[src/hw/rtl/spq_pkg.sv]
// shared types, codes and defaults for the stable priority queue
package spq_pkg;

  // default sizing
  localparam int SPQ_DEPTH     = 16;
  localparam int SPQ_TAG_BITS  = 32;
  localparam int SPQ_PRIO_BITS = 16;

  // register port
  localparam int SPQ_CFG_ADDR_W = 3;
  localparam int SPQ_CFG_DATA_W = 32;
  localparam logic [SPQ_CFG_ADDR_W-1:0] REG_QUEUE_MODE = 3'd0;

  // command codes
  typedef logic [1:0] spq_cmd_t;
  localparam spq_cmd_t CMD_PUSH   = 2'd0;
  localparam spq_cmd_t CMD_POP    = 2'd1;
  localparam spq_cmd_t CMD_REMOVE = 2'd2;
  localparam spq_cmd_t CMD_PROBE  = 2'd3;

  // status codes
  typedef logic [1:0] spq_status_t;
  localparam spq_status_t ST_OK   = 2'd0;
  localparam spq_status_t ST_MISS = 2'd1;
  localparam spq_status_t ST_MODE = 2'd2;
  localparam spq_status_t ST_FULL = 2'd3;

  // result flags handed from the engine to the output stage
  typedef struct packed {
    spq_status_t status;
    logic        found;
    logic        empty;
  } spq_flags_t;

endpackage

[src/hw/rtl/spq_engine.sv]
// entry store and sequencer: scan, shift, insert and drop over one memory port pair
module spq_engine #(
  parameter int DEPTH     = spq_pkg::SPQ_DEPTH,
  parameter int TAG_BITS  = spq_pkg::SPQ_TAG_BITS,
  parameter int PRIO_BITS = spq_pkg::SPQ_PRIO_BITS
) (
  input  logic                         clk,
  input  logic                         rst_n,
  input  logic                         start,
  input  spq_pkg::spq_cmd_t            cmd,
  input  logic [TAG_BITS-1:0]          tag,
  input  logic [PRIO_BITS-1:0]         prio,
  input  logic                         mode,
  input  logic                         res_ready,
  output logic                         busy,
  output logic                         done,
  output spq_pkg::spq_flags_t          flags,
  output logic [TAG_BITS-1:0]          res_tag,
  output logic [PRIO_BITS-1:0]         res_prio,
  output logic [TAG_BITS-1:0]          res_head,
  output logic [$clog2(DEPTH+1)-1:0]   res_count
);
  import spq_pkg::*;

  localparam int CNT_W   = $clog2(DEPTH + 1);
  localparam int ADDR_W  = $clog2(DEPTH);
  localparam int ENTRY_W = TAG_BITS + PRIO_BITS;
  localparam logic [CNT_W-1:0] FULL_CNT = CNT_W'(DEPTH);

  localparam int ST_W = 4;
  localparam logic [ST_W-1:0] S_IDLE     = 4'd0;
  localparam logic [ST_W-1:0] S_SCAN_RD  = 4'd1;
  localparam logic [ST_W-1:0] S_SCAN_CHK = 4'd2;
  localparam logic [ST_W-1:0] S_UP_RD    = 4'd3;
  localparam logic [ST_W-1:0] S_UP_WR    = 4'd4;
  localparam logic [ST_W-1:0] S_INS      = 4'd5;
  localparam logic [ST_W-1:0] S_POP_RD   = 4'd6;
  localparam logic [ST_W-1:0] S_POP_CAP  = 4'd7;
  localparam logic [ST_W-1:0] S_DN_RD    = 4'd8;
  localparam logic [ST_W-1:0] S_DN_WR    = 4'd9;
  localparam logic [ST_W-1:0] S_HEAD_RD  = 4'd10;
  localparam logic [ST_W-1:0] S_HEAD_CAP = 4'd11;
  localparam logic [ST_W-1:0] S_FIN      = 4'd12;

  logic [ST_W-1:0]      state_r, state_nxt;
  logic [CNT_W-1:0]     occ_r, occ_nxt;
  logic [CNT_W-1:0]     idx_r, idx_nxt;
  logic [CNT_W-1:0]     pos_r, pos_nxt;
  spq_cmd_t             cmd_r, cmd_nxt;
  logic [TAG_BITS-1:0]  tag_r, tag_nxt;
  logic [PRIO_BITS-1:0] prio_r, prio_nxt;
  spq_status_t          status_r, status_nxt;
  logic                 found_r, found_nxt;
  logic [TAG_BITS-1:0]  otag_r, otag_nxt;
  logic [PRIO_BITS-1:0] oprio_r, oprio_nxt;
  logic [TAG_BITS-1:0]  head_r, head_nxt;

  logic [ENTRY_W-1:0]   mem_r [DEPTH];
  logic [ENTRY_W-1:0]   rdata_r;
  logic                 re, we;
  logic [ADDR_W-1:0]    raddr, waddr;
  logic [ENTRY_W-1:0]   wdata;

  logic [TAG_BITS-1:0]  rd_tag;
  logic [PRIO_BITS-1:0] rd_prio;
  logic                 hit;
  logic [CNT_W-1:0]     idx_inc, idx_dec;

  assign rd_tag  = rdata_r[TAG_BITS-1:0];
  assign rd_prio = rdata_r[ENTRY_W-1 -: PRIO_BITS];
  assign idx_inc = idx_r + 1'b1;
  assign idx_dec = idx_r - 1'b1;

  // the one compare unit, reused for every entry of a scan
  always_comb begin
    unique case (cmd_r)
      CMD_PUSH:   hit = rd_prio > prio_r;
      CMD_REMOVE: hit = (rd_prio == prio_r) && (rd_tag == tag_r);
      CMD_PROBE:  hit = rd_prio == prio_r;
      default:    hit = 1'b0;
    endcase
  end

  always_comb begin
    state_nxt  = state_r;
    occ_nxt    = occ_r;
    idx_nxt    = idx_r;
    pos_nxt    = pos_r;
    cmd_nxt    = cmd_r;
    tag_nxt    = tag_r;
    prio_nxt   = prio_r;
    status_nxt = status_r;
    found_nxt  = found_r;
    otag_nxt   = otag_r;
    oprio_nxt  = oprio_r;
    head_nxt   = head_r;
    re         = 1'b0;
    raddr      = '0;
    we         = 1'b0;
    waddr      = '0;
    wdata      = '0;
    done       = 1'b0;

    unique case (state_r)
      S_IDLE: begin
        if (start) begin
          cmd_nxt    = cmd;
          tag_nxt    = tag;
          prio_nxt   = prio;
          status_nxt = ST_OK;
          found_nxt  = 1'b0;
          otag_nxt   = '0;
          oprio_nxt  = '0;
          idx_nxt    = '0;
          unique case (cmd)
            CMD_PUSH: begin
              if (occ_r == FULL_CNT) begin
                status_nxt = ST_FULL;
                state_nxt  = S_HEAD_RD;
              end else if (mode) begin
                state_nxt = S_SCAN_RD;
              end else begin
                pos_nxt   = occ_r;
                idx_nxt   = occ_r;
                state_nxt = S_UP_RD;
              end
            end
            CMD_POP: begin
              if (occ_r == '0) begin
                status_nxt = ST_MISS;
                state_nxt  = S_HEAD_RD;
              end else begin
                state_nxt = S_POP_RD;
              end
            end
            CMD_REMOVE, CMD_PROBE: begin
              if (!mode) begin
                status_nxt = ST_MODE;
                state_nxt  = S_HEAD_RD;
              end else begin
                state_nxt = S_SCAN_RD;
              end
            end
            default: state_nxt = S_IDLE;
          endcase
        end
      end
      S_SCAN_RD: begin
        if (idx_r == occ_r) begin
          // ran off the end without a hit
          if (cmd_r == CMD_PUSH) begin
            pos_nxt   = occ_r;
            idx_nxt   = occ_r;
            state_nxt = S_UP_RD;
          end else begin
            status_nxt = ST_MISS;
            state_nxt  = S_HEAD_RD;
          end
        end else begin
          re        = 1'b1;
          raddr     = idx_r[ADDR_W-1:0];
          state_nxt = S_SCAN_CHK;
        end
      end
      S_SCAN_CHK: begin
        if (hit) begin
          priority case (cmd_r)
            CMD_PUSH: begin
              pos_nxt   = idx_r;
              idx_nxt   = occ_r;
              state_nxt = S_UP_RD;
            end
            CMD_REMOVE: begin
              otag_nxt  = rd_tag;
              oprio_nxt = rd_prio;
              state_nxt = S_DN_RD;
            end
            default: begin
              found_nxt = 1'b1;
              state_nxt = S_HEAD_RD;
            end
          endcase
        end else begin
          idx_nxt   = idx_inc;
          state_nxt = S_SCAN_RD;
        end
      end
      S_UP_RD: begin
        if (idx_r == pos_r) begin
          state_nxt = S_INS;
        end else begin
          re        = 1'b1;
          raddr     = idx_dec[ADDR_W-1:0];
          state_nxt = S_UP_WR;
        end
      end
      S_UP_WR: begin
        we        = 1'b1;
        waddr     = idx_r[ADDR_W-1:0];
        wdata     = rdata_r;
        idx_nxt   = idx_dec;
        state_nxt = S_UP_RD;
      end
      S_INS: begin
        we        = 1'b1;
        waddr     = pos_r[ADDR_W-1:0];
        wdata     = {prio_r, tag_r};
        occ_nxt   = occ_r + 1'b1;
        state_nxt = S_HEAD_RD;
      end
      S_POP_RD: begin
        re        = 1'b1;
        raddr     = '0;
        state_nxt = S_POP_CAP;
      end
      S_POP_CAP: begin
        otag_nxt  = rd_tag;
        oprio_nxt = mode ? rd_prio : '0;
        idx_nxt   = '0;
        state_nxt = S_DN_RD;
      end
      S_DN_RD: begin
        if (idx_inc >= occ_r) begin
          occ_nxt   = occ_r - 1'b1;
          state_nxt = S_HEAD_RD;
        end else begin
          re        = 1'b1;
          raddr     = idx_inc[ADDR_W-1:0];
          state_nxt = S_DN_WR;
        end
      end
      S_DN_WR: begin
        we        = 1'b1;
        waddr     = idx_r[ADDR_W-1:0];
        wdata     = rdata_r;
        idx_nxt   = idx_inc;
        state_nxt = S_DN_RD;
      end
      S_HEAD_RD: begin
        if (occ_r == '0) begin
          head_nxt  = '0;
          state_nxt = S_FIN;
        end else begin
          re        = 1'b1;
          raddr     = '0;
          state_nxt = S_HEAD_CAP;
        end
      end
      S_HEAD_CAP: begin
        head_nxt  = rd_tag;
        state_nxt = S_FIN;
      end
      S_FIN: begin
        if (res_ready) begin
          done      = 1'b1;
          state_nxt = S_IDLE;
        end
      end
      default: state_nxt = S_IDLE;
    endcase
  end

  always_ff @(posedge clk) begin
    if (!rst_n) begin
      state_r <= S_IDLE;
      occ_r   <= '0;
    end else begin
      state_r <= state_nxt;
      occ_r   <= occ_nxt;
    end
  end

  always_ff @(posedge clk) begin
    idx_r    <= idx_nxt;
    pos_r    <= pos_nxt;
    cmd_r    <= cmd_nxt;
    tag_r    <= tag_nxt;
    prio_r   <= prio_nxt;
    status_r <= status_nxt;
    found_r  <= found_nxt;
    otag_r   <= otag_nxt;
    oprio_r  <= oprio_nxt;
    head_r   <= head_nxt;
  end

  // entry memory, one write and one registered read per cycle
  always_ff @(posedge clk) begin
    if (we) begin
      mem_r[waddr] <= wdata;
    end
    if (re) begin
      rdata_r <= mem_r[raddr];
    end
  end

  assign busy         = state_r != S_IDLE;
  assign flags.status = status_r;
  assign flags.found  = found_r;
  assign flags.empty  = occ_r == '0;
  assign res_tag      = otag_r;
  assign res_prio     = oprio_r;
  assign res_head     = head_r;
  assign res_count    = occ_r;

endmodule

[src/hw/rtl/stable_priority_queue.sv]
// stable priority queue top level: register port, handshakes and result register
// run length: an item's result waits on a scan, a shift or both over the stored entries;
//   the longest run is an ordered push ahead of DEPTH-1 entries
// throughput: one item at a time, the next is taken the cycle after the result moves to the
//   output register, paced by the one memory port pair that scan and shift share
// reset: rst_n (synchronous, active low) empties the queue and selects plain mode, memory kept
module stable_priority_queue #(
  parameter int DEPTH     = spq_pkg::SPQ_DEPTH,
  parameter int TAG_BITS  = spq_pkg::SPQ_TAG_BITS,
  parameter int PRIO_BITS = spq_pkg::SPQ_PRIO_BITS
) (
  input  logic                                clk,
  input  logic                                rst_n,
  // register port
  input  logic                                cfg_psel,
  input  logic                                cfg_penable,
  input  logic                                cfg_pwrite,
  input  logic [spq_pkg::SPQ_CFG_ADDR_W-1:0]  cfg_paddr,
  input  logic [spq_pkg::SPQ_CFG_DATA_W-1:0]  cfg_pwdata,
  output logic [spq_pkg::SPQ_CFG_DATA_W-1:0]  cfg_prdata,
  output logic                                cfg_pready,
  // command channel
  input  logic                                in_valid,
  output logic                                in_stall,
  input  spq_pkg::spq_cmd_t                   in_cmd,
  input  logic [TAG_BITS-1:0]                 in_item_tag,
  input  logic [PRIO_BITS-1:0]                in_priority_req,
  // result channel
  output logic                                out_valid,
  input  logic                                out_stall,
  output spq_pkg::spq_status_t                out_status,
  output logic [TAG_BITS-1:0]                 out_out_tag,
  output logic [PRIO_BITS-1:0]                out_out_priority,
  output logic                                out_probe_found,
  output logic [TAG_BITS-1:0]                 out_head_tag,
  output logic                                out_is_empty,
  output logic [$clog2(DEPTH+1)-1:0]          out_entry_count
);
  import spq_pkg::*;

  localparam int CNT_W = $clog2(DEPTH + 1);

  // queue_mode register: 0 plain fifo, 1 ascending priority
  logic mode_r, mode_nxt;
  logic cfg_wr;

  assign cfg_pready = 1'b1;
  assign cfg_wr     = cfg_psel && cfg_penable && cfg_pwrite && cfg_pready;

  always_comb begin
    mode_nxt = mode_r;
    if (cfg_wr && (cfg_paddr == REG_QUEUE_MODE)) begin
      mode_nxt = cfg_pwdata[0];
    end
  end

  always_comb begin
    cfg_prdata = '0;
    if (cfg_paddr == REG_QUEUE_MODE) begin
      cfg_prdata = {{(SPQ_CFG_DATA_W-1){1'b0}}, mode_r};
    end
  end

  always_ff @(posedge clk) begin
    if (!rst_n) begin
      mode_r <= 1'b0;
    end else begin
      mode_r <= mode_nxt;
    end
  end

  // engine: takes one item, runs until its result is handed over
  logic                 eng_start;
  logic                 eng_busy;
  logic                 eng_done;
  logic                 res_ready;
  spq_flags_t           eng_flags;
  logic [TAG_BITS-1:0]  eng_tag;
  logic [PRIO_BITS-1:0] eng_prio;
  logic [TAG_BITS-1:0]  eng_head;
  logic [CNT_W-1:0]     eng_count;

  // a new item may enter while the previous result still waits downstream
  assign in_stall  = eng_busy;
  assign eng_start = in_valid && !in_stall;

  spq_engine #(
    .DEPTH     (DEPTH),
    .TAG_BITS  (TAG_BITS),
    .PRIO_BITS (PRIO_BITS)
  ) u_engine (
    .clk       (clk),
    .rst_n     (rst_n),
    .start     (eng_start),
    .cmd       (in_cmd),
    .tag       (in_item_tag),
    .prio      (in_priority_req),
    .mode      (mode_r),
    .res_ready (res_ready),
    .busy      (eng_busy),
    .done      (eng_done),
    .flags     (eng_flags),
    .res_tag   (eng_tag),
    .res_prio  (eng_prio),
    .res_head  (eng_head),
    .res_count (eng_count)
  );

  // result register: the engine finishes only when this slot is free or draining
  logic                 out_valid_r, out_valid_nxt;
  spq_flags_t           out_flags_r;
  logic [TAG_BITS-1:0]  out_tag_r;
  logic [PRIO_BITS-1:0] out_prio_r;
  logic [TAG_BITS-1:0]  out_head_r;
  logic [CNT_W-1:0]     out_count_r;

  assign res_ready = !out_valid_r || !out_stall;

  always_comb begin
    out_valid_nxt = out_valid_r;
    if (eng_done) begin
      out_valid_nxt = 1'b1;
    end else if (out_valid_r && !out_stall) begin
      out_valid_nxt = 1'b0;
    end
  end

  always_ff @(posedge clk) begin
    if (!rst_n) begin
      out_valid_r <= 1'b0;
    end else begin
      out_valid_r <= out_valid_nxt;
    end
  end

  always_ff @(posedge clk) begin
    if (eng_done) begin
      out_flags_r <= eng_flags;
      out_tag_r   <= eng_tag;
      out_prio_r  <= eng_prio;
      out_head_r  <= eng_head;
      out_count_r <= eng_count;
    end
  end

  assign out_valid        = out_valid_r;
  assign out_status       = out_flags_r.status;
  assign out_out_tag      = out_tag_r;
  assign out_out_priority = out_prio_r;
  assign out_probe_found  = out_flags_r.found;
  assign out_head_tag     = out_head_r;
  assign out_is_empty     = out_flags_r.empty;
  assign out_entry_count  = out_count_r;

  // an accepted item keeps the engine busy on the next cycle
  a_start_busy: assert property (@(posedge clk) disable iff (!rst_n)
    eng_start |=> in_stall)
    else $error("engine not busy after item accepted");

  // the engine never finishes into an occupied, stalled result slot
  a_no_overwrite: assert property (@(posedge clk) disable iff (!rst_n)
    eng_done |-> (!out_valid_r || !out_stall))
    else $error("result overwritten while stalled");

  // empty flag agrees with the count
  a_empty_count: assert property (@(posedge clk) disable iff (!rst_n)
    out_valid |-> (out_is_empty == (out_entry_count == '0)))
    else $error("empty flag and count disagree");

  // a full rejection is only reported with the queue at capacity
  a_full_count: assert property (@(posedge clk) disable iff (!rst_n)
    (out_valid && (out_status == ST_FULL)) |-> (out_entry_count == CNT_W'(DEPTH)))
    else $error("full status with room left");

endmodule
[config.mk]
export PLATFORM = sky130hd
export DESIGN_NAME = stable_priority_queue
export DESIGN_NICKNAME = d
export VERILOG_FILES = /design/src/hw/rtl/spq_pkg.sv /design/src/hw/rtl/spq_engine.sv /design/src/hw/rtl/stable_priority_queue.sv
export SDC_FILE = /design/constraint.sdc
export NUM_CORES = 1
export LEC_CHECK = 0
export BUFFER_PORTS_ARGS = -buffer_cell sky130_fd_sc_hd__buf_4
export CORE_MARGIN = 5
export CORE_UTILIZATION = 55
export CTS_CLUSTER_SIZE = 30
export DETAILED_ROUTE_END_ITERATION = 8
export GPL_ROUTABILITY_DRIVEN = 1
export PLACE_DENSITY = 0.75
export SLEW_MARGIN = 15
export SYNTH_ARGS = -nofsm -noshare
export SYNTH_HDL_FRONTEND = slang
export SYNTH_SLANG_ARGS = --single-unit
[constraint.sdc]
create_clock -name clk -period 8.4 [get_ports clk]
set_input_delay 1.68 -clock clk [delete_from_list [all_inputs] [get_ports clk]]
set_output_delay 1.68 -clock clk [all_outputs]
set_load 0.05 [all_outputs]
==> summary.txt <==
Critical path
  – R2R setup slack: roughly 2.9 ns
  – Worst EP required: approximately 9 ns
  – Worst Path Max Fanout: 100
  – FF-to-FF path depth: 11
  – Setup crit end kind: flip-flop
  – R2R Path End: u_engine.rdata_r[41]
  – CP arrival: around 5.9 ns
  – Critical Path Start Type: flip-flop
  – Worst setup path category: flip-flop to flip-flop
  – R2R Path Start: u_engine.idx_r[0]

Final layout
  – Nets: a little under 3000
  – P&R area growth vs syn: 13.1%
  – # fillers: 5131
  – Final non-filler cell total: 3844
  – Post-layout util: 62.7%
  – Layout cell share with drive strength beyond 1: approximately 13%

Route
  – Final wirelength: approximately 100000 um
  – Via count: 24300
  – Residual DRC: 0
  – DR iter-0 viols: slightly above 3000
  – DRT Pass-1 Iters: 6
  – WL/cell: roughly 27 um
  – Final ANT Viol Nets: 0
  – Post-DR vias/cell: about 6.3

Clocking
  – Hold_buf cts: 0
  – Clk Latency, worst-skew pair: roughly 0.66 ns
  – Resized cells post-CTS: 0
  – Root Driver: clkbuf_16
  – Htree depth: 3
  – Setup bufs post-CTS: 0
  – CTS tree: yes
  – CTS Buf Count: 100
  – Clk buf depth: 3
  – CTS sink cnt: roughly 1100
  – CTS clk-pin slew, worst paths: approximately 0.060 ns

Floorplanning
  – Core area: between 70000 and 80000 um2
  – Top Ports: around 220
  – Starting density of the core: 55.5%
  – Chip Height: approximately 290 um
  – Die Wd: 287 um
  – FP Rows: roughly 100
  – Die area: 82100 um2

Synth
  – Synth Area in Adders: less than 1%
  – Dominant cell type by area after synthesis: edfxtp_1
  – Multiplexer share of the synthesized area: about 3.7%
  – Post-synth top area share: around 75%
  – Area contributors post-synth: edfxtp_1, mux2i_1, a32oi_1
  – Post-Synth Simple-Gate Area: 8.01%
  – Async SR Flop Fraction: 0%
  – Yosys warns: 0
  – Synth cell types: just over 70
  – Largest family of logic cells by synthesized area: compound AO/OA/AOI/OAI gates
  – Mapped Avg Cell Area: 15.9 um2
  – Post-synth EDFFs: between 1000 and 1500
  – Complex-gate fraction of the synthesized area: 8.36%
  – Top-count cell post-synth: edfxtp_1
  – Sequential share of the synthesized area: between 70% and 80%
  – XOR/XNOR Fraction of Synth Area: around 1.1%
  – Prevailing post-synth register cell: edfxtp_1
  – Synth top cells by count: edfxtp_1, nand2_1, and2_1, mux2i_1, a32oi_1
  – Synthesized netlist cell count: around 2600
  – Syn Std Cell Area: roughly 42000 um2
  – #FFs+latches synth: roughly 1100

Place
  – DP Wirelength: between 50000 and 60000 um
  – Post-place setup slack: roughly 2.9 ns
  – Placed Cells: between 3000 and 4000
  – RePlAce Congestion: about 0.87
  – Port Buffers: roughly 150

STA
  – Crit path time final: about 5.5 ns
  – Final Cycle Share: between 60 and 70%
  – Fmax: roughly 180 MHz
  – Final setup fails: 0
  – Worst slew pin tran: about 1.2 ns
  – Final Hold Fails: 0
  – Slew HR: 21.1%
  – Final WS setup: between 2 and 3 ns
  – Setup Skew: 0.0337 ns
  – RSZ-0062 raised after global routing: false
  – Max Slew Vio Count: 0
  – Setup TNS after final layout: 0 ns

GRT
  – All-Layer GR Usage: 24.4%
  – Vias in the first global route: 24100
  – Largest net degree at the start of global routing: around 130
  – GRT overflow: 0
  – Initial antenna violation count: 4
  – First-pass GRT wire length: 150000 um

Power and ir drop
  – Leakage: approximately 16 nW
  – PD cells: roughly 340 nW/um2
  – VDD IR-drop max: roughly 300 uV

Job
  – MaxCap Viol Count: 0

Worst hold path
  – WHS Endpoint: out_out_tag[5]
  – Hold wc startpoint: u_engine.res_tag[5]
  – Hold path depth: 0
  – Hold Path Class: flip-flop to flip-flop

Outcome
  – Outcome: completed
cell usage in the layout, fill, tap and decap left out, drive strengths merged, types with 9 or more instances in the layout:
cell type  netlist  final
edfxtp        1048   1048
nand2          322    322
buf             91    194
and2           182    182
mux2i          151    151
a32oi          146    146
clkbuf          93    119
a211oi         101    101
o21ai           73     73
a22o            48     48
xnor2           48     48
and4            47     47
clkinv           1     41
nor2            38     38
inv             35     37
a21oi           33     33
conb             2     32
ha              26     26
bufinv           0     18
nand3           17     17
nand4           16     16
dfxtp           11     11
a21o             9      9
nor3             9      9
flip-flops by register name, indices dropped and copies added, names as in the netlist, 16 cells and up:
register / count
u_engine.mem_r: 768
u_engine.rdata_r: 48
out_head_tag: 32
out_out_tag: 32
u_engine.res_head: 32
u_engine.res_tag: 32
u_engine.tag_r: 32
out_out_priority: 16
u_engine.prio_r: 16
u_engine.res_prio: 16
worst max-delay path, stage by stage, from the launching register on:
cell and delay [ns]:
edfxtp_1 0.77, ha_1 0.48, xor2_1 0.25, ha_1 0.29
a21o_1 0.18, a31oi_1 0.29, a21oi_1 0.28, o211ai_1 0.37
buf_4 0.89, and2_4 0.92, a32oi_1 0.19, and4_1 0.30
final cells by class:
| type | instances | area (um2) | share of cell area [%] |
|---|---|---|---|
| tap | 978 | 1220 | 2.57 |
| timing repair buffer | 194 | 1470 | 3.09 |
| multi-input combinational | 1392 | 9640 | 20.3 |
| inverter | 36 | 135 | 0.284 |
| sequential | 1059 | 31700 | 66.6 |
| clock inverter | 65 | 821 | 1.73 |
| antenna | 1 | 2.50 | 0.00526 |
| clock buffer | 119 | 2590 | 5.45 |
where the power goes:
part	switching, mW	internal (mW)	total (mW)	leakage (nW)
clock network	1.89	2.76	4.65	1.65
logic	2.72	1.29	4.01	5.27
registers	0.493	6.79	7.29	9.50
total	5.11	10.8	16.0	16.4
metal layers:
metal  vias up  track usage, %  share of wire, %
li1      10500               -                 -
met1     12100            32.2                37
met2      1423            40.9                49
met3       224            4.69                11
met4         0            8.75               3.4
met5         -               0                 0
kinds of logic after synthesis:
family,Yosys count
DFF,1059
and+or+nand+nor,664
AOI/OAI and AO/OA,462
buffers and inverters,220
muxes,154
xor gates and xnor gates,53
adders and majority gates,27
other,2
stage by stage:
| step | power (mW) | hold WS (ns) | cell area, um2 |
|---|---|---|---|
| 3_5_place_dp | 11.3 | 0.405 | 44100 |
| 6_report | 16.0 | 0.410 | 47600 |
| 2_1_floorplan | 9.94 | 0.400 | 42200 |
| 4_1_cts | 15.9 | 0.414 | 47600 |
| 5_1_grt | 16.6 | 0.416 | 47600 |
| 3_3_place_gp | 11.2 | 0.403 | 44100 |
worst max-delay path by stage:
stage | start | to | slack, ns | cells after the start
finish | u_engine.idx_r[0] | u_engine.rdata_r[41] | 2.88 | 11
CTS | u_engine.idx_r[0] | u_engine.rdata_r[41] | 2.89 | 11
detailed placement | u_engine.idx_r[0] | u_engine.rdata_r[41] | 2.91 | 11
global placement | u_engine.idx_r[0] | u_engine.rdata_r[31] | 3.10 | 11
floorplan | out_stall | out_entry_count[0] | 1.83 | 1
global route | u_engine.idx_r[0] | u_engine.rdata_r[41] | 2.68 | 12
No activity file was read; power rests on OpenSTA's default activity.
